**config.mk**
```make
export PLATFORM = sky130hd
export DESIGN_NAME = centre_zoom_move_generator_top_flat
export DESIGN_NICKNAME = d
export VERILOG_FILES = /design/src/sv/czm_pkg.sv /design/src/sv/czm_in_if.sv /design/src/sv/czm_out_if.sv /design/src/sv/czm_cfg_if.sv /design/src/sv/centre_zoom_move_generator_top.sv /design/src/flat_wrapper.sv
export SDC_FILE = /design/constraint.sdc
export NUM_CORES = 1
export LEC_CHECK = 0
export ABC_AREA = 1
export BUFFER_PORTS_ARGS = -buffer_cell sky130_fd_sc_hd__buf_4
export CORE_ASPECT_RATIO = 0.7
export CORE_MARGIN = 2
export CORE_UTILIZATION = 23
export CTS_CLUSTER_SIZE = 14
export DETAILED_ROUTE_END_ITERATION = 7
export HOLD_SLACK_MARGIN = 0.12
export PLACE_DENSITY = 0.51
export SLEW_MARGIN = 25
export SYNTH_ARGS = -nofsm -noshare
export SYNTH_HDL_FRONTEND = slang
export SYNTH_SLANG_ARGS = --single-unit
```
**constraint.sdc**
```tcl
create_clock -name clk -period 3.2 [get_ports clk]
set_clock_uncertainty 0.15 [all_clocks]
set_input_delay 0.64 -clock clk [delete_from_list [all_inputs] [get_ports clk]]
set_output_delay 0.64 -clock clk [all_outputs]
set_load 0.02 [all_outputs]
```
**src/sv/czm_pkg.sv**
```systemverilog
// Shared types, register indexes and helpers of the centre zoom move generator.
package czm_pkg;

  localparam int CFG_IDX_W  = 3;
  localparam int CFG_DATA_W = 8;
  localparam int COORD_W    = 10;
  localparam int DIV_W      = 12;
  localparam int DIV_CNT_W  = 4;

  localparam logic [7:0] RATIO_UNITY = 8'd16;
  localparam logic [7:0] ZERO_RATIO_QUOT = 8'hFF;

  typedef logic [CFG_IDX_W-1:0] cfg_idx_t;

  localparam cfg_idx_t CFG_ORIGIN_X      = 3'd0;
  localparam cfg_idx_t CFG_ORIGIN_Y      = 3'd1;
  localparam cfg_idx_t CFG_REGION_WIDTH  = 3'd2;
  localparam cfg_idx_t CFG_REGION_HEIGHT = 3'd3;
  localparam cfg_idx_t CFG_RATIO_X       = 3'd4;
  localparam cfg_idx_t CFG_RATIO_Y       = 3'd5;

  typedef enum logic [1:0] {
    ST_IDLE,
    ST_DIV,
    ST_EMIT
  } state_t;

  typedef logic signed [COORD_W-1:0] coord_t;

  // Magnitude of an 8-bit two's complement offset, scaled by 16.
  function automatic logic [DIV_W-1:0] scaled_mag(input logic [7:0] off);
    logic [7:0] mag;
    begin
      mag = off[7] ? (~off + 8'd1) : off;
      scaled_mag = {mag, 4'b0000};
    end
  endfunction

  // Applies the sign to the quotient and keeps its low byte; a zero ratio gives all ones.
  function automatic logic [7:0] quot_byte(input logic [DIV_W-1:0] q, input logic neg,
                                           input logic [7:0] ratio);
    logic [DIV_W-1:0] sq;
    begin
      sq = neg ? (~q + DIV_W'(1)) : q;
      quot_byte = (ratio == 8'd0) ? ZERO_RATIO_QUOT : sq[7:0];
    end
  endfunction

endpackage

```
**src/sv/czm_in_if.sv**
```systemverilog
// Input channel: one step request per transaction.
interface czm_in_if;
  logic valid;
  logic ready;
  logic restart;

  modport source (output valid, output restart, input ready);
  modport sink (input valid, input restart, output ready);
endinterface

```
**src/sv/czm_out_if.sv**
```systemverilog
// Result channel: one pixel move per transaction.
interface czm_out_if;
  logic            valid;
  logic            ready;
  czm_pkg::coord_t dst_x;
  czm_pkg::coord_t dst_y;
  czm_pkg::coord_t src_x;
  czm_pkg::coord_t src_y;
  logic            last_of_item;
  logic            scan_done;

  modport source (output valid, output dst_x, output dst_y, output src_x, output src_y,
                  output last_of_item, output scan_done, input ready);
  modport sink (input valid, input dst_x, input dst_y, input src_x, input src_y,
                input last_of_item, input scan_done, output ready);
endinterface

```
**src/sv/czm_cfg_if.sv**
```systemverilog
// Configuration write channel: register index and write data.
interface czm_cfg_if;
  logic                               valid;
  logic                               ready;
  czm_pkg::cfg_idx_t                  index;
  logic [czm_pkg::CFG_DATA_W-1:0]     data;

  modport source (output valid, output index, output data, input ready);
  modport sink (input valid, input index, input data, output ready);
endinterface

```
**src/sv/centre_zoom_move_generator_top.sv**
```systemverilog
// Centre zoom move generator: scan sequencer, shared serial divider and move output.
// An accepted step passes through the x divide and the y divide before its first move is
// offered, then four moves follow; output stalls hold them. No new step is taken until the
// last move is taken; the single restoring divider yields one quotient bit a cycle.
// A step that meets a finished scan without restart yields no moves; the block stays idle.
// Reset (rst_n low, synchronous) clears the scan and sets the registers to their defaults.
module centre_zoom_move_generator_top (
  input  logic       clk,
  input  logic       rst_n,
  czm_in_if.sink     in_ch,
  czm_out_if.source  out_ch,
  czm_cfg_if.sink    cfg_ch
);

  logic [7:0] origin_x_r, origin_y_r, region_width_r, region_height_r;
  logic [7:0] ratio_x_r, ratio_y_r;

  czm_pkg::state_t state_r, state_nxt;
  logic [czm_pkg::DIV_CNT_W-1:0] cnt_r, cnt_nxt;
  logic       phase_r, phase_nxt;
  logic [1:0] k_r, k_nxt;
  logic [7:0] row_r, row_nxt, col_r, col_nxt;
  logic       fin_r, fin_nxt;
  logic       done_r, done_nxt;
  logic [7:0] xc_r, xc_nxt, yc_r, yc_nxt;
  logic [7:0] xs_r, xs_nxt, ys_r, ys_nxt;
  logic [7:0] x1_r, x1_nxt, y1_r, y1_nxt;
  logic [7:0] rem_r, rem_nxt;
  logic [czm_pkg::DIV_W-1:0] dvd_r, dvd_nxt;

  logic       in_acc;
  logic [6:0] half_w, half_h;
  logic [7:0] row_eff, col_eff, xs_new, ys_new, divisor;
  logic       fin_eff, last_col, last_row;
  logic [8:0] trial;
  logic       q_bit;
  logic [7:0] rem_step;
  logic [czm_pkg::DIV_W-1:0] dvd_step;
  czm_pkg::coord_t xc_w, yc_w, xs_w, ys_w, x1_w, y1_w;

  assign cfg_ch.ready = 1'b1;

  always_ff @(posedge clk) begin
    if (!rst_n) begin
      origin_x_r      <= 8'd0;
      origin_y_r      <= 8'd0;
      region_width_r  <= 8'd0;
      region_height_r <= 8'd0;
      ratio_x_r       <= czm_pkg::RATIO_UNITY;
      ratio_y_r       <= czm_pkg::RATIO_UNITY;
    end else if (cfg_ch.valid) begin
      case (cfg_ch.index)
        czm_pkg::CFG_ORIGIN_X:      origin_x_r      <= cfg_ch.data;
        czm_pkg::CFG_ORIGIN_Y:      origin_y_r      <= cfg_ch.data;
        czm_pkg::CFG_REGION_WIDTH:  region_width_r  <= cfg_ch.data;
        czm_pkg::CFG_REGION_HEIGHT: region_height_r <= cfg_ch.data;
        czm_pkg::CFG_RATIO_X:       ratio_x_r       <= cfg_ch.data;
        czm_pkg::CFG_RATIO_Y:       ratio_y_r       <= cfg_ch.data;
        default: ;
      endcase
    end
  end

  assign in_ch.ready = (state_r == czm_pkg::ST_IDLE);
  assign in_acc      = in_ch.valid && in_ch.ready;

  assign half_w   = region_width_r[7:1];
  assign half_h   = region_height_r[7:1];
  assign row_eff  = in_ch.restart ? 8'd0 : row_r;
  assign col_eff  = in_ch.restart ? 8'd0 : col_r;
  assign fin_eff  = in_ch.restart ? 1'b0 : fin_r;
  assign last_col = (col_eff >= {1'b0, half_w});
  assign last_row = (row_eff >= {1'b0, half_h});
  assign xs_new   = (ratio_x_r > czm_pkg::RATIO_UNITY) ? ({1'b0, half_w} - col_eff) : col_eff;
  assign ys_new   = (ratio_y_r > czm_pkg::RATIO_UNITY) ? ({1'b0, half_h} - row_eff) : row_eff;

  // One restoring divide step: the remainder stays below the divisor unless the divisor is zero.
  assign divisor  = phase_r ? ratio_y_r : ratio_x_r;
  assign trial    = {rem_r, dvd_r[czm_pkg::DIV_W-1]};
  assign q_bit    = (trial >= {1'b0, divisor});
  assign rem_step = q_bit ? 8'(trial - {1'b0, divisor}) : trial[7:0];
  assign dvd_step = {dvd_r[czm_pkg::DIV_W-2:0], q_bit};

  always_comb begin
    state_nxt = state_r;
    cnt_nxt   = cnt_r;
    phase_nxt = phase_r;
    k_nxt     = k_r;
    row_nxt   = row_r;
    col_nxt   = col_r;
    fin_nxt   = fin_r;
    done_nxt  = done_r;
    xc_nxt    = xc_r;
    yc_nxt    = yc_r;
    xs_nxt    = xs_r;
    ys_nxt    = ys_r;
    x1_nxt    = x1_r;
    y1_nxt    = y1_r;
    rem_nxt   = rem_r;
    dvd_nxt   = dvd_r;
    case (state_r)
      czm_pkg::ST_IDLE: begin
        if (in_acc) begin
          row_nxt = row_eff;
          col_nxt = col_eff;
          fin_nxt = fin_eff;
          if (!fin_eff) begin
            xc_nxt    = origin_x_r + {1'b0, half_w};
            yc_nxt    = origin_y_r + {1'b0, half_h};
            xs_nxt    = xs_new;
            ys_nxt    = ys_new;
            done_nxt  = last_col && last_row;
            rem_nxt   = 8'd0;
            dvd_nxt   = czm_pkg::scaled_mag(xs_new);
            cnt_nxt   = '0;
            phase_nxt = 1'b0;
            state_nxt = czm_pkg::ST_DIV;
            if (last_col) begin
              col_nxt = 8'd0;
              if (last_row) begin
                fin_nxt = 1'b1;
              end else begin
                row_nxt = row_eff + 8'd1;
              end
            end else begin
              col_nxt = col_eff + 8'd1;
            end
          end
        end
      end
      czm_pkg::ST_DIV: begin
        rem_nxt = rem_step;
        dvd_nxt = dvd_step;
        cnt_nxt = cnt_r + 1'b1;
        if (cnt_r == czm_pkg::DIV_CNT_W'(czm_pkg::DIV_W - 1)) begin
          cnt_nxt = '0;
          if (!phase_r) begin
            x1_nxt    = czm_pkg::quot_byte(dvd_step, xs_r[7], ratio_x_r);
            rem_nxt   = 8'd0;
            dvd_nxt   = czm_pkg::scaled_mag(ys_r);
            phase_nxt = 1'b1;
          end else begin
            y1_nxt    = czm_pkg::quot_byte(dvd_step, ys_r[7], ratio_y_r);
            k_nxt     = 2'd0;
            state_nxt = czm_pkg::ST_EMIT;
          end
        end
      end
      czm_pkg::ST_EMIT: begin
        if (out_ch.ready) begin
          k_nxt = k_r + 2'd1;
          if (k_r == 2'd3) begin
            state_nxt = czm_pkg::ST_IDLE;
          end
        end
      end
      default: begin
        state_nxt = czm_pkg::ST_IDLE;
      end
    endcase
  end

  always_ff @(posedge clk) begin
    if (!rst_n) begin
      state_r <= czm_pkg::ST_IDLE;
      cnt_r   <= '0;
      phase_r <= 1'b0;
      k_r     <= 2'd0;
      row_r   <= 8'd0;
      col_r   <= 8'd0;
      fin_r   <= 1'b0;
      done_r  <= 1'b0;
    end else begin
      state_r <= state_nxt;
      cnt_r   <= cnt_nxt;
      phase_r <= phase_nxt;
      k_r     <= k_nxt;
      row_r   <= row_nxt;
      col_r   <= col_nxt;
      fin_r   <= fin_nxt;
      done_r  <= done_nxt;
    end
  end

  always_ff @(posedge clk) begin
    xc_r  <= xc_nxt;
    yc_r  <= yc_nxt;
    xs_r  <= xs_nxt;
    ys_r  <= ys_nxt;
    x1_r  <= x1_nxt;
    y1_r  <= y1_nxt;
    rem_r <= rem_nxt;
    dvd_r <= dvd_nxt;
  end

  // Quadrant order: bit 0 of the move count mirrors columns, bit 1 mirrors rows.
  assign xc_w = czm_pkg::coord_t'({2'b00, xc_r});
  assign yc_w = czm_pkg::coord_t'({2'b00, yc_r});
  assign xs_w = czm_pkg::coord_t'({{2{xs_r[7]}}, xs_r});
  assign ys_w = czm_pkg::coord_t'({{2{ys_r[7]}}, ys_r});
  assign x1_w = czm_pkg::coord_t'({2'b00, x1_r});
  assign y1_w = czm_pkg::coord_t'({2'b00, y1_r});

  assign out_ch.valid        = (state_r == czm_pkg::ST_EMIT);
  assign out_ch.dst_x        = k_r[0] ? (xc_w - xs_w) : (xc_w + xs_w);
  assign out_ch.dst_y        = k_r[1] ? (yc_w - ys_w) : (yc_w + ys_w);
  assign out_ch.src_x        = k_r[0] ? (xc_w - x1_w) : (xc_w + x1_w);
  assign out_ch.src_y        = k_r[1] ? (yc_w - y1_w) : (yc_w + y1_w);
  assign out_ch.last_of_item = (k_r == 2'd3);
  assign out_ch.scan_done    = (k_r == 2'd3) && done_r;

endmodule

```
**src/flat_wrapper.sv**
```systemverilog
// flat-port wrapper written by rule: the top's interface ports become plain ports
module centre_zoom_move_generator_top_flat 
  (clk, rst_n, in_ch_valid, in_ch_restart, in_ch_ready, out_ch_valid, out_ch_dst_x, out_ch_dst_y, out_ch_src_x, out_ch_src_y, out_ch_last_of_item, out_ch_scan_done, out_ch_ready, cfg_ch_valid, cfg_ch_index, cfg_ch_data, cfg_ch_ready);
  czm_in_if in_ch_i ();
  czm_out_if out_ch_i ();
  czm_cfg_if cfg_ch_i ();
  input  logic clk;
  input  logic rst_n;
  input wire logic [$bits(in_ch_i.valid)-1:0] in_ch_valid;
  input wire logic [$bits(in_ch_i.restart)-1:0] in_ch_restart;
  output wire logic [$bits(in_ch_i.ready)-1:0] in_ch_ready;
  output wire logic [$bits(out_ch_i.valid)-1:0] out_ch_valid;
  output wire logic [$bits(out_ch_i.dst_x)-1:0] out_ch_dst_x;
  output wire logic [$bits(out_ch_i.dst_y)-1:0] out_ch_dst_y;
  output wire logic [$bits(out_ch_i.src_x)-1:0] out_ch_src_x;
  output wire logic [$bits(out_ch_i.src_y)-1:0] out_ch_src_y;
  output wire logic [$bits(out_ch_i.last_of_item)-1:0] out_ch_last_of_item;
  output wire logic [$bits(out_ch_i.scan_done)-1:0] out_ch_scan_done;
  input wire logic [$bits(out_ch_i.ready)-1:0] out_ch_ready;
  input wire logic [$bits(cfg_ch_i.valid)-1:0] cfg_ch_valid;
  input wire logic [$bits(cfg_ch_i.index)-1:0] cfg_ch_index;
  input wire logic [$bits(cfg_ch_i.data)-1:0] cfg_ch_data;
  output wire logic [$bits(cfg_ch_i.ready)-1:0] cfg_ch_ready;
  assign in_ch_i.valid = in_ch_valid;
  assign in_ch_i.restart = in_ch_restart;
  assign in_ch_ready = in_ch_i.ready;
  assign out_ch_valid = out_ch_i.valid;
  assign out_ch_dst_x = out_ch_i.dst_x;
  assign out_ch_dst_y = out_ch_i.dst_y;
  assign out_ch_src_x = out_ch_i.src_x;
  assign out_ch_src_y = out_ch_i.src_y;
  assign out_ch_last_of_item = out_ch_i.last_of_item;
  assign out_ch_scan_done = out_ch_i.scan_done;
  assign out_ch_i.ready = out_ch_ready;
  assign cfg_ch_i.valid = cfg_ch_valid;
  assign cfg_ch_i.index = cfg_ch_index;
  assign cfg_ch_i.data = cfg_ch_data;
  assign cfg_ch_ready = cfg_ch_i.ready;
  centre_zoom_move_generator_top u_core (.clk(clk), .rst_n(rst_n), .in_ch(in_ch_i), .out_ch(out_ch_i), .cfg_ch(cfg_ch_i));
endmodule
```
After elaboration in Yosys (flattened, before gate mapping)
Cells that the tools add are included.
{ "classes": {"addsub": 20, "order_cmp": 5, "n_eq_ne": 15, "n_mux": 52, "bitwise": 5, "reduce_logical": 23} }
{ "op_table": {"columns": ["operator", "n"], "rows": [
  ["$mux W8", 19],
  ["$mux W12", 4],
  ["$add A8 B1 Y8 const B", 5],
  ["$mux W10", 4],
  ["$not A8 Y8", 3],
  ["$pmux W12 S2", 1],
  ["$add A9 B8 Y10", 2],
  ["$sub A9 B8 Y10", 2],
  ["$add A8 B8 Y9", 2],
  ["$mux W2", 9],
  ["$sub A8 B8 Y9", 2],
  ["$add A8 B7 Y8", 2],
  ["$ge A8 B7 Y1", 2],
  ["$gt A8 B5 Y1 const B", 2],
  ["$logic_not A8 Y1", 2],
  ["$pmux W8 S2", 1],
  ["$sub A7 B8 Y8", 2],
  ["$reduce_and A2 Y1", 7],
  ["$mux W4", 3],
  ["$reduce_and A3 Y1", 4],
  ["$ge A9 B8 Y1", 1],
  ["$ne A2 B1 Y1 const B", 4],
  ["$pmux W4 S2", 1],
  ["$reduce_and A4 Y1", 2],
  ["other kinds (20)", 34]
]} }
{ "word_totals": {"ff_bits": 143, "input_bits": 17, "out_inout_bits": 45, "word_cells": 142} }

Depth between registers and ports, before layout
Gate-level depths: netlist of the first run.
{ "logic_depth": {"depth_word": 9, "depth_mapped": 19, "depth_no_buf": 19} }

Least setup slack after synthesis of the first run
OpenSTA, ideal clock, no wires.
{ "synth_path": {"path_kind": "reg2out", "start": "reg u_core.k_r[1]", "end": "out out_ch_dst_y[8]", "arrival_time_ns": 2.552, "required_ns": 2.410, "path_slack_ns": -0.142, "stages_incl_launch_ff": 17, "path_buffers": 2, "path_cell_list": "dfxtp_1 clkbuf_1 clkbuf_1 nand2_1 o21ai_0 inv_1 fa_1 o21ai_0 nand2_1 nand2_1 nand2_1 nand2_1 nand2_1 nand2_1 nand2_1 nand2_1 xor2_1"} }
{ "synth_between": {"elab_chain_len": 1} }
{ "synth_rtl": {"columns": ["item", "line", "rtl"], "rows": [
  ["from (decl)", "centre_zoom_move_generator_top.sv:21", "logic [1:0] k_r, k_nxt;"],
  ["from (signal assigned)", "centre_zoom_move_generator_top.sv:177", "k_r <= k_nxt;"],
  ["$mux W10", "centre_zoom_move_generator_top.sv:206", "assign out_ch.dst_y = k_r[1] ? (yc_w - ys_w) : (yc_w + ys_w);"],
  ["to (decl)", "flat_wrapper.sv:14", "output wire logic [$bits(out_ch_i.dst_y)-1:0] out_ch_dst_y;"]
]} }
Every way passes these cells.

Worst setup path after layout of the first run
{ "layout_path": {"start": "reg u_core.ys_r[0]", "end": "out out_ch_dst_y[9]"} }
{ "layout_between": {"elab_chain_len": 2, "elab_cells_between_ends": 3, "classes_between": "add/sub (2); mux (1)"} }
{ "layout_rtl": {"columns": ["item", "line", "rtl"], "rows": [
  ["from (decl)", "centre_zoom_move_generator_top.sv:26", "logic [7:0] xs_r, xs_nxt, ys_r, ys_nxt;"],
  ["from (signal assigned)", "centre_zoom_move_generator_top.sv:189", "ys_r <= ys_nxt;"],
  ["$add A9 B8 Y10 / $sub A9 B8 Y10 (equally long branches)", "centre_zoom_move_generator_top.sv:206", null],
  ["$mux W10 (*)", "centre_zoom_move_generator_top.sv:206", null]
]} }
Mark *: on every way between the ends. The rest lies on a longest branch, timed or not.

==> results of run 1 <==
[worst min-delay path by stage]
| stage | startpoint | end | depth (start not counted) |
|---|---|---|---|
| detailed placement | u_core.row_r[4]$_SDFFE_PN0P_ | u_core.row_r[4]$_SDFFE_PN0P_ | 2 |
| CTS | u_core.row_r[4]$_SDFFE_PN0P_ | u_core.row_r[4]$_SDFFE_PN0P_ | 2 |
| floorplan | u_core.done_r$_SDFFE_PN0P_ | u_core.done_r$_SDFFE_PN0P_ | 2 |
| global placement | u_core.row_r[2]$_SDFFE_PN0P_ | u_core.row_r[2]$_SDFFE_PN0P_ | 2 |
| finish | u_core.row_r[4]$_SDFFE_PN0P_ | u_core.row_r[4]$_SDFFE_PN0P_ | 2 |
| global route | cfg_ch_data[0] | u_core.origin_y_r[0]$_SDFFE_PN0P_ | 3 |
[layout make-up]
type | count | area [µm²]
inverter | 191 | 732.0
multi-input combinational | 1001 | 6441
tap | 594 | 743.2
fill | 4712 | 30470
clock inverter | 8 | 100.1
clock buffer | 24 | 515.5
timing repair buffer | 170 | 1380
sequential | 141 | 3503
[registers in the layout, indices dropped and copies added, names as in the netlist, 2 cells and up]
register	flops
u_core.cnt_r	4
u_core.col_r	8
u_core.dvd_r	12
u_core.k_r	2
u_core.origin_x_r	8
u_core.origin_y_r	8
u_core.ratio_x_r	8
u_core.ratio_y_r	8
u_core.region_height_r	7
u_core.region_width_r	7
u_core.rem_r	8
u_core.row_r	8
u_core.state_r	2
u_core.x1_r	8
u_core.xc_r	8
u_core.xs_r	8
u_core.y1_r	8
u_core.yc_r	8
u_core.ys_r	8
[cell usage after synthesis, drive strengths merged, types with 6 or more instances]
library cell,count
nand4,14
nor2,168
a21oi,106
mux2i,7
xnor2,15
ha,94
nand2,273
or2,6
inv,188
dfxtp,73
o211ai,12
edfxtp,68
nor3,18
clkbuf,19
o21ai,131
a22oi,6
nand3,54
xor2,47
fa,11
buf,8
[cells by family after synthesis]
family | count (synthesis) | synth area share, %
and+or+nand+nor | 545 | 23.04
adders and majority gates | 105 | 13.61
other | 1 | 0.03656
DFF | 141 | 34.15
xor gates and xnor gates | 62 | 5.294
buffers and inverters | 218 | 8.295
AOI/OAI and AO/OA | 281 | 14.88
muxes | 7 | 0.6831
[report_power, final]
part,leakage [µW],switching (µW),internal (µW)
clock,0.000309,801,1290
combinational,0.00440,1450,1080
sequential,0.00126,137,2080
total,0.00597,2390,4450
[stage by stage]
stage,hold slack (ns),worst slack [ns]
after CTS,0.3193,-0.3739
after global routing,0.3390,-0.6710
final,0.3205,-0.4363
after detailed placement,0.3104,-0.06233
after global placement,0.3041,-0.04018
after floorplan,0.2727,0.03010
[per-layer routing]
layer	track usage, %	share of wire (%)	vias to the layer above
li1	-	-	4820
met1	19.89	52	4452
met4	2.884	1.2	2
met2	19.53	42	184
met3	3.010	4.5	31
met5	0	0.051	-
[timing repair]
action,CTS,global route
pin swaps,34,63
resized for setup,78,88
hold buffers,0,0
setup buffers,34,19
endpoints found under the setup margin,22,25
hold endpoints to repair,0,0
[critical path, stage by stage, from the launching register on]
cell       delay, ns
edfxtp_1        0.40
inv_2           0.11
ha_4            0.17
xor2_1          0.20
nand2_1         0.06
o21ai_0         0.08
ha_1            0.30
a21oi_1         0.13
nand2_1         0.13
nand4_1         0.16
o2111ai_2       0.13
nand2_1         0.09
nand2_1         0.04
nand2_1         0.06
xor2_1          0.16
buf_4           0.16
==> impl_metrics.csv, run 1 <==
group,metric,value,unit
status,outcome,"finished, violations left",
status,violations,"setup timing",
routing,drc,0,
power,leakage,0.005974,µW
clock_tree,cts_tree,"yes",
synthesis,synth-main-ff-cell,"dfxtp_1",
floorplanning,start_util,23.37,%
clock_tree,root_buffer,"clkbuf_16",
clock_tree,clk_latency,0.44,ns
finish,diodes,0,
timing,rsz0062_at_grt,"true",
finish,drive_gt1_share,22.67,%
synthesis,synth_cell_types,56,
grt,grt_pass1_vias,8848,
place,port_buffers,60,
finish,finish.utilization,30.57,%
worst_setup_path,worst-r2r-cell-count,14,
routing,drt_pass1_iterations,7,
worst_setup_path,reg2reg_to,"u_core.x1_r[6]$_SDFFCE_PN1P_",
worst_setup_path,startpoint_type,"register",
synthesis,synthTopCellsByArea,"edfxtp_1 (20%), dfxtp_1 (14%), ha_1 (11%), nand2_1 (9.5%), inv_1 (6.6%)",
synthesis,syn_avg_cell_area,7.542,µm²
clock_tree,cts-buffers-inserted,17,
place,gp_congestion,0.8562,
worst_setup_path,critPathLaunch,"u_core.ys_r[0]$_DFFE_PP_",
worst_setup_path,end_kind,"output port",
clock_tree,clk_pin_slew,0.06,ns
synthesis,ys_seq_elements,141,
synthesis,yosys_warnings,0,
clock_tree,numClockSinks,141,
grt,grt_util_all_layers,13.38,%
timing,report.final.slew_viol_count,0,
floorplanning,die_area,46330,µm²
timing,max_slew_margin,51.31,%
synthesis,yosysSeqAreaShare,34.15,%
synthesis,synth_cells,1360,
timing,post-route-period-util,113.6,%
power,p_per_area,510.1,nW/µm²
synthesis,postSynth.asyncResetShare,0,%
place,placed_area,11840,µm²
synthesis,syn_nets,1482,
routing,wl,31610,µm
finish,layout_common_cells,"nand2_1 (248), inv_1 (163), nor2_1 (155), buf_4 (147), o21ai_0 (101)",
synthesis,netlist_area,10260,µm²
power,irDropWorstVdd,0.3815,mV
floorplanning,pin_count,62,
timing,finalHoldViolations,0,
routing,antenna_left,0,
worst_setup_path,timing.rr.start,"u_core.phase_r$_SDFFE_PN0P_",
place,hpwlAfterDp,24300,µm
synthesis,yosysTopAreaCell,"edfxtp_1",
routing,via_per_inst,4.457,
grt,grt_first_pass_wirelength,48630,µm
worst_setup_path,criticalPathCategory,"register to output port",
finish,area_delta_synth_final,30.79,%
worst_setup_path,cp.required,2.41,ns
floorplanning,die_x,256.4,µm
floorplanning,rows,64,
worst_setup_path,r2r_slack,0.21,ns
timing,setup_tns,-3.113,ns
routing,initialDrtViolationCount,638,
timing,fin_crit,3.636,ns
routing,wl_per_cell,14.85,µm
finish,final_cells,2129,
worst_setup_path,arrival,2.85,ns
worst_setup_path,cp_max_fo,4,
worst_setup_path,worstSetupEndpoint,"out_ch_dst_y[9]",
finish,stdcell_area,13420,µm²
min_path,hp-class,"register to register",
floorplanning,die_y,180.7,µm
grt,grt_start_max_net_pins,49,
grt,antenna_found_initial,1,
grt,grt_overflow,0,
finish,nets,1644,
place,dpl.cell_count,2050,
timing,postLayoutSetupSlackWorst,-0.4363,ns
routing,vias,9489,
floorplanning,core,43880,µm²
flow_run,drv_cap,0,
finish,final_common_cell,"nand2_1",
clock_tree,max-clock-path-buffers,2,
synthesis,synth_edf_count,68,
timing,tightest_slew,0.7227,ns
clock_tree,cts.htree.levels,4,
power,power.total,6843,µW
timing,setup_viol,15,
synthesis,synth_top_area_share,19.91,%
timing,fmax,0.2750,GHz
Note: power is estimated with default switching activity, not from simulation.
==> run 2, diff against run 1 <==
--- a/config.mk
+++ b/config.mk
@@ -8,7 +8,6 @@
 export ABC_AREA = 1
 export BUFFER_PORTS_ARGS = -buffer_cell sky130_fd_sc_hd__buf_4
 export CORE_ASPECT_RATIO = 0.7
-export CORE_MARGIN = 2
 export CORE_UTILIZATION = 23
 export CTS_CLUSTER_SIZE = 14
 export DETAILED_ROUTE_END_ITERATION = 7
==> run 2 against run 1 <==
The run still ends with setup timing left. Flip-flop and latch count stayed put. Hold slack worse by 0.0038 ns. Sequential share of layout area is 0.46 points higher. Setup slack better by 0.075 ns. Die area is 1.9% lower. Global-route usage is 0.38 points higher. Clock power is 12% lower. Core utilization is 0.47 points lower. Register-to-register slack better by 0.11 ns.
==> impl_metrics.csv, run 2 (synthesis gave the netlist of run 1 again) <==
group,metric,value,unit
clock_tree,numClockSinks,141,
floorplanning,core,43800,µm²
worst_setup_path,end_kind,"output port",
timing,finalHoldViolations,0,
worst_setup_path,startpoint_type,"register",
worst_setup_path,cp.required,2.41,ns
floorplanning,die_area,45460,µm²
timing,postLayoutSetupSlackWorst,-0.3617,ns
worst_setup_path,arrival,2.77,ns
routing,wl,30780,µm
status,outcome,"finished, violations left",
place,gp_congestion,0.8418,
flow_run,drv_cap,0,
routing,initialDrtViolationCount,698,
status,violations,"setup timing",
timing,setup_viol,12,
floorplanning,rows,64,
place,hpwlAfterDp,24300,µm
routing,drt_pass1_iterations,5,
timing,post-route-period-util,111.3,%
timing,holdWs,0.3166,ns
timing,rsz0062_at_grt,"true",
finish,layout_common_cells,"nand2_1 (246), inv_1 (167), nor2_1 (153), buf_4 (135), o21ai_0 (97)",
routing,wl_per_cell,14.60,µm
clock_tree,clk_pin_slew,0.06,ns
floorplanning,start_util,23.42,%
grt,grt_overflow,0,
grt,grt_util_all_layers,13.75,%
routing,drc,0,
floorplanning,pin_count,62,
clock_tree,max-clock-path-buffers,2,
finish,final_common_cell,"nand2_1",
min_path,hp-class,"register to register",
finish,largest_reg_flops,12,
finish,area_delta_synth_final,28.54,%
floorplanning,die_x,254.4,µm
finish,diodes,0,
power,leakage,0.005821,µW
timing,report.final.slew_viol_count,0,
grt,antenna_found_initial,1,
finish,drive_gt1_share,21.66,%
worst_setup_path,cp_max_fo,3,
power,p_per_area,492.2,nW/µm²
clock_tree,root_buffer,"clkbuf_16",
grt,grt_pass1_vias,8929,
clock_tree,cts_tree,"yes",
clock_tree,clk_latency,0.44,ns
timing,tightest_slew,0.6913,ns
timing,setup_tns,-2.693,ns
finish,nets,1623,
clock_tree,cts_hold_buf,0,
timing,fin_crit,3.562,ns
clock_tree,cts.htree.levels,4,
timing,max_slew_margin,53.43,%
worst_setup_path,criticalPathCategory,"register to output port",
timing,fmax,0.2808,GHz
floorplanning,die_y,178.7,µm
routing,vias,9421,
routing,antenna_left,0,
power,irDropWorstVdd,0.3929,mV
clock_tree,cts-buffers-inserted,17,
finish,largest-register,"u_core.dvd_r",
grt,grt_start_max_net_pins,35,
grt,grt_first_pass_wirelength,47920,µm
routing,via_per_inst,4.469,
place,port_buffers,60,
[run 2: power breakdown]
part           internal [µW]  switching [µW]  leakage (µW)
logic                   1020            1420       0.00430
registers               2080             139       0.00126
clock network           1050             775      0.000263
total                   4150            2340       0.00582
[run 2: final cells by class]
type	count	area, µm²
well taps	594	743.2
repair buffers	149	1189
multi-input cells	1001	6487
inverters	191	729.5
clock buffers	19	432.9
flip-flops and latches	141	3503
fillers	4716	30620
clock inverters	13	100.1
[run 2: final timing paths]
path | cells past startpoint | startpoint | slack [ns] | endpoint
min reg2reg | 2 | u_core.row_r[4]$_SDFFE_PN0P_ | 0.32 | u_core.row_r[4]$_SDFFE_PN0P_
max | 16 | u_core.xs_r[0]$_DFFE_PP_ | -0.36 | out_ch_dst_x[9]
max reg2reg | 15 | u_core.phase_r$_SDFFE_PN0P_ | 0.32 | u_core.y1_r[6]$_SDFFCE_PN1P_
min | 2 | u_core.row_r[4]$_SDFFE_PN0P_ | 0.32 | u_core.row_r[4]$_SDFFE_PN0P_
[run 2: per-layer routing]
layer | vias up | part of all wire, % | GRT usage, %
met4 | 2 | 0.92 | 2.912
met2 | 185 | 42 | 20.08
met3 | 19 | 6.2 | 3.847
met5 | - | 0.045 | 0
li1 | 4793 | - | -
met1 | 4422 | 51 | 19.87
[run 2: through the flow]
step / utilization, % / power [µW] / area, µm² / setup slack [ns] / cells
2_1_floorplan: - / 3601 / 10270 / 0.03010 / 1360
3_3_place_gp: 27.02 / 4395 / 11840 / -0.04865 / 2050
3_5_place_dp: 27.02 / 4416 / 11840 / -0.1102 / 2050
4_1_cts: 29.07 / 6379 / 12730 / -0.3886 / 2094
5_1_grt: 30.10 / 6894 / 13190 / -0.6241 / 2108
6_report: 30.10 / 6490 / 13190 / -0.3617 / 2108
[run 2: worst max-delay path, cell delays in order (launching register included)]
cell and delay [ns]:
edfxtp_1 0.43, inv_2 0.09, ha_4 0.15, nand2_4 0.07, buf_6 0.13, nor2_4 0.09
nor2_2 0.04, xor2_1 0.14, ha_1 0.33, nand2_1 0.07, inv_1 0.06, nand4_1 0.10
nand3_2 0.10, a21o_1 0.16, nand2_1 0.07, xor2_1 0.14, buf_4 0.16
[run 2: timing repair]
| action | in CTS | in global routing |
|---|---|---|
| pin swaps | 36 | 53 |
| setup buffers | 13 | 16 |
| setup endpoints to repair | 23 | 29 |
| resized for setup | 79 | 84 |
==> run 3, diff against run 2 <==
--- a/config.mk
+++ b/config.mk
@@ -5,7 +5,6 @@
 export SDC_FILE = /design/constraint.sdc
 export NUM_CORES = 1
 export LEC_CHECK = 0
-export ABC_AREA = 1
 export BUFFER_PORTS_ARGS = -buffer_cell sky130_fd_sc_hd__buf_4
 export CORE_ASPECT_RATIO = 0.7
 export CORE_UTILIZATION = 23
==> constraint.sdc (replaced) <==
create_clock -name clk -period 3.2 [get_ports clk]
set_clock_uncertainty 0.15 [all_clocks]
set_input_delay 0 -clock clk [delete_from_list [all_inputs] [get_ports clk]]
set_output_delay 0 -clock clk [all_outputs]
set_load 0.02 [all_outputs]
==> run 3 against run 2 <==
The flow still finishes with violations (setup timing). Final area fell by 4.8%. Non-clock buffer count is 25 lower. Synthesized cell count fell by 16%. Fmax grew 5.0%. Global-route usage decreased by 0.57 points. Sequential share of layout area up 1.4 points. Clock-buffer cell count up 1. First-iteration DRC count fell by 17%. Power shrank 4.5%. Largest cell class unchanged. Highest routed layer is now met4.
==> impl_metrics.csv, run 3 <==
group,metric,value,unit
status,outcome,"finished, violations left",
status,violations,"setup timing",
place,hpwlAfterDp,22430,µm
routing,vias,8296,
power,p_seq_share,34.9,%
clock_tree,root_buffer,"clkbuf_16",
place,dpl.cell_count,1778,
synthesis,synthTopCellsByArea,"edfxtp_1 (20%), dfxtp_1 (15%), ha_1 (12%), nand2_1 (5.7%), xnor2_1 (5.0%)",
finish,layout_common_cells,"nand2_1 (152), buf_4 (92), ha_1 (90), inv_1 (75), nor2_1 (73)",
synthesis,yosysSeqAreaShare,34.81,%
grt,grt_overflow,0,
timing,setup_viol,3,
worst_setup_path,startpoint_type,"register",
finish,largest-register,"u_core.dvd_r",
synthesis,synth_cell_types,61,
power,leakage,0.005157,µW
timing,postLayoutSetupSlackWorst,-0.1929,ns
timing,rsz0062_at_grt,"true",
clock_tree,numClockSinks,141,
routing,initialDrtViolationCount,582,
finish,largest_reg_flops,12,
routing,wl_per_cell,15.71,µm
grt,grt_pass1_vias,7895,
synthesis,syn_avg_cell_area,8.767,µm²
timing,fmax,0.2947,GHz
grt,antenna_found_initial,1,
synthesis,synth-main-ff-cell,"dfxtp_1",
synthesis,synth_cells,1148,
clock_tree,cts-buffers-inserted,17,
power,p_per_area,493.6,nW/µm²
clock_tree,max-clock-path-buffers,2,
power,intPower,4226,µW
synthesis,synth.most_common_cell,"nand2_1",
synthesis,netlist_area,10060,µm²
synthesis,yosys_warnings,0,
synthesis,synth_edf_count,68,
floorplanning,pin_count,62,
worst_setup_path,r2r_slack,0.20,ns
worst_setup_path,timing.rr.start,"u_core.col_r[0]$_SDFFE_PN0P_",
floorplanning,start_util,23.56,%
flow_run,drv_cap,0,
timing,tightest_slew,0.9640,ns
min_path,hold_end,"u_core.origin_y_r[0]$_SDFFE_PN0P_",
worst_setup_path,worst-r2r-cell-count,12,
routing,antenna_left,0,
floorplanning,die_y,177.0,µm
finish,area_delta_synth_final,24.73,%
grt,grt_util_all_layers,13.19,%
floorplanning,die_area,44610,µm²
worst_setup_path,reg2reg_to,"u_core.dvd_r[9]$_DFFE_PP_",
place,gp_congestion,0.8516,
worst_setup_path,crit_buf_inv,3,
routing,wl,29070,µm
finish,finish.utilization,29.38,%
synthesis,synth_top_area_share,20.29,%
place,port_buffers,60,
timing,finalHoldViolations,0,
clock_tree,cts_tree,"yes",
place,post-place-ws,0.09752,ns
worst_setup_path,critical-path-max-stage-delay,0.50,ns
routing,via_per_inst,4.484,
worst_setup_path,end_kind,"output port",
floorplanning,rows,63,
worst_setup_path,cp_max_fo,3,
synthesis,yosysTopAreaCell,"edfxtp_1",
min_path,hp-class,"input port to register",
timing,max_slew_margin,35.50,%
clock_tree,clk_pin_slew,0.06,ns
grt,grt_first_pass_wirelength,45080,µm
floorplanning,core,42720,µm²
timing,post-route-period-util,106.0,%
worst_setup_path,criticalPathCategory,"register to output port",
min_path,min_from,"cfg_ch_data[0]",
finish,final_common_cell,"nand2_1",
min_path,whs_path_depth,4,
finish,diodes,0,
clock_tree,cts.htree.levels,4,
timing,report.final.slew_viol_count,0,
power,p_switching,1970,µW
routing,drc,0,
synthesis,ys_seq_elements,141,
power,irDropWorstVdd,0.2601,mV
timing,fin_crit,3.393,ns
synthesis,syn_nets,1270,
finish,nets,1374,
worst_setup_path,crit_chain,"inv_2 > ha_4 > nand2b_4 > or4_4 > and2_4 > xnor2_2 > ha_1 > inv_2 > a211oi_2 > o21a_1 > o21ai_2 > xnor2_2 > buf_4",
clock_tree,clk_latency,0.43,ns
power,pwr-share-comb,29.9,%
worst_setup_path,critPathTopFamily,"simple AND/OR/NAND/NOR gates",
worst_setup_path,cp.required,3.05,ns
worst_setup_path,cp_slowest_cell,"or4_4",
finish,final_cells,1850,
worst_setup_path,arrival,3.24,ns
grt,grt_start_max_net_pins,77,
routing,drt_pass1_iterations,5,
finish,drive_gt1_share,15.57,%
power,switching_share,31.79,%
power,clockPowerShare,35.2,%
synthesis,postSynth.asyncResetShare,0,%
synthesis,synth_commonest_cells,"nand2_1 (154), ha_1 (94), inv_1 (81)",
floorplanning,die_x,252.0,µm
run 3: layer usage:
metal | vias to the layer above | track usage [%] | part of all wire [%]
met1 | 3906 | 20.19 | 54
met5 | - | 0 | 0
met2 | 170 | 18.63 | 41
met3 | 15 | 3.074 | 4.9
li1 | 4205 | - | -
met4 | 0 | 2.146 | 0.60
run 3: worst max path at each step:
stage | end | cells after the start | start
after floorplan | u_core.y1_r[6]$_SDFFCE_PN1P_ | 16 | u_core.phase_r$_SDFFE_PN0P_
after detailed placement | u_core.x1_r[7]$_SDFFCE_PN1P_ | 11 | u_core.phase_r$_SDFFE_PN0P_
after global routing | out_ch_dst_y[9] | 13 | u_core.ys_r[1]$_DFFE_PP_
after CTS | out_ch_dst_y[9] | 13 | u_core.ys_r[1]$_DFFE_PP_
final | out_ch_dst_y[9] | 13 | u_core.ys_r[1]$_DFFE_PP_
after global placement | u_core.y1_r[7]$_SDFFCE_PN1P_ | 11 | u_core.phase_r$_SDFFE_PN0P_
run 3: cells by family (layout without fill, tap and decap cells):
family / Yosys count / count (layout) / share of synthesized area [%]
xor gates and xnor gates: 85 / 85 / 7.397
and+or+nand+nor: 389 / 389 / 18.16
muxes: 28 / 28 / 2.797
other: 1 / 1 / 0.03726
DFF: 141 / 141 / 34.81
adders and majority gates: 105 / 105 / 13.87
buffers and inverters: 124 / 241 / 4.749
AOI/OAI and AO/OA: 275 / 275 / 18.18
run 3: metrics by stage:
step	hold slack (ns)	area [µm²]	setup TNS [ns]	total power (µW)
2_1_floorplan	-0.02603	10100	0	3309
3_3_place_gp	0.1614	11310	0	3889
3_5_place_dp	0.1644	11310	0	3901
4_1_cts	0.2735	12350	-0.1376	6157
5_1_grt	0.2965	12550	-0.7806	6518
6_report	0.2960	12550	-0.3236	6196
run 3: cell type report:
class,count,area [µm²]
Fill cell,4539,30170
Multi-Input combinational cell,883,6327
Sequential cell,141,3507
Timing Repair Buffer,124,1035
Tap cell,585,732.0
Clock buffer,20,436.7
Inverter,85,319.1
Clock inverter,12,196.4
run 3: worst reg2reg max path: cells and delay by family, from the launching register on:
family                     cells  cell delay [ns]
AOI/OAI and AO/OA              3             0.69
xor gates and xnor gates       2             0.35
adders and majority gates      2             0.53
buffers and inverters          1             0.05
DFF                            1             0.36
and+or+nand+nor                4             0.62
run 3: repair_timing:
item	CTS	global route
endpoints found under the setup margin	5	20
pin swaps	11	26
gates resized for setup	19	37
hold buffers	27	0
setup buffers	9	4
hold endpoints to repair	75	0
run 3: power by group through the flow:
stage	Sequential, µW	Combinational, µW	Clock, µW
after detailed placement	2200	1700	0
after CTS	2160	1790	2210
after global placement	2200	1690	0
after floorplan	2140	1170	0
final	2160	1850	2180
after global routing	2180	2040	2300
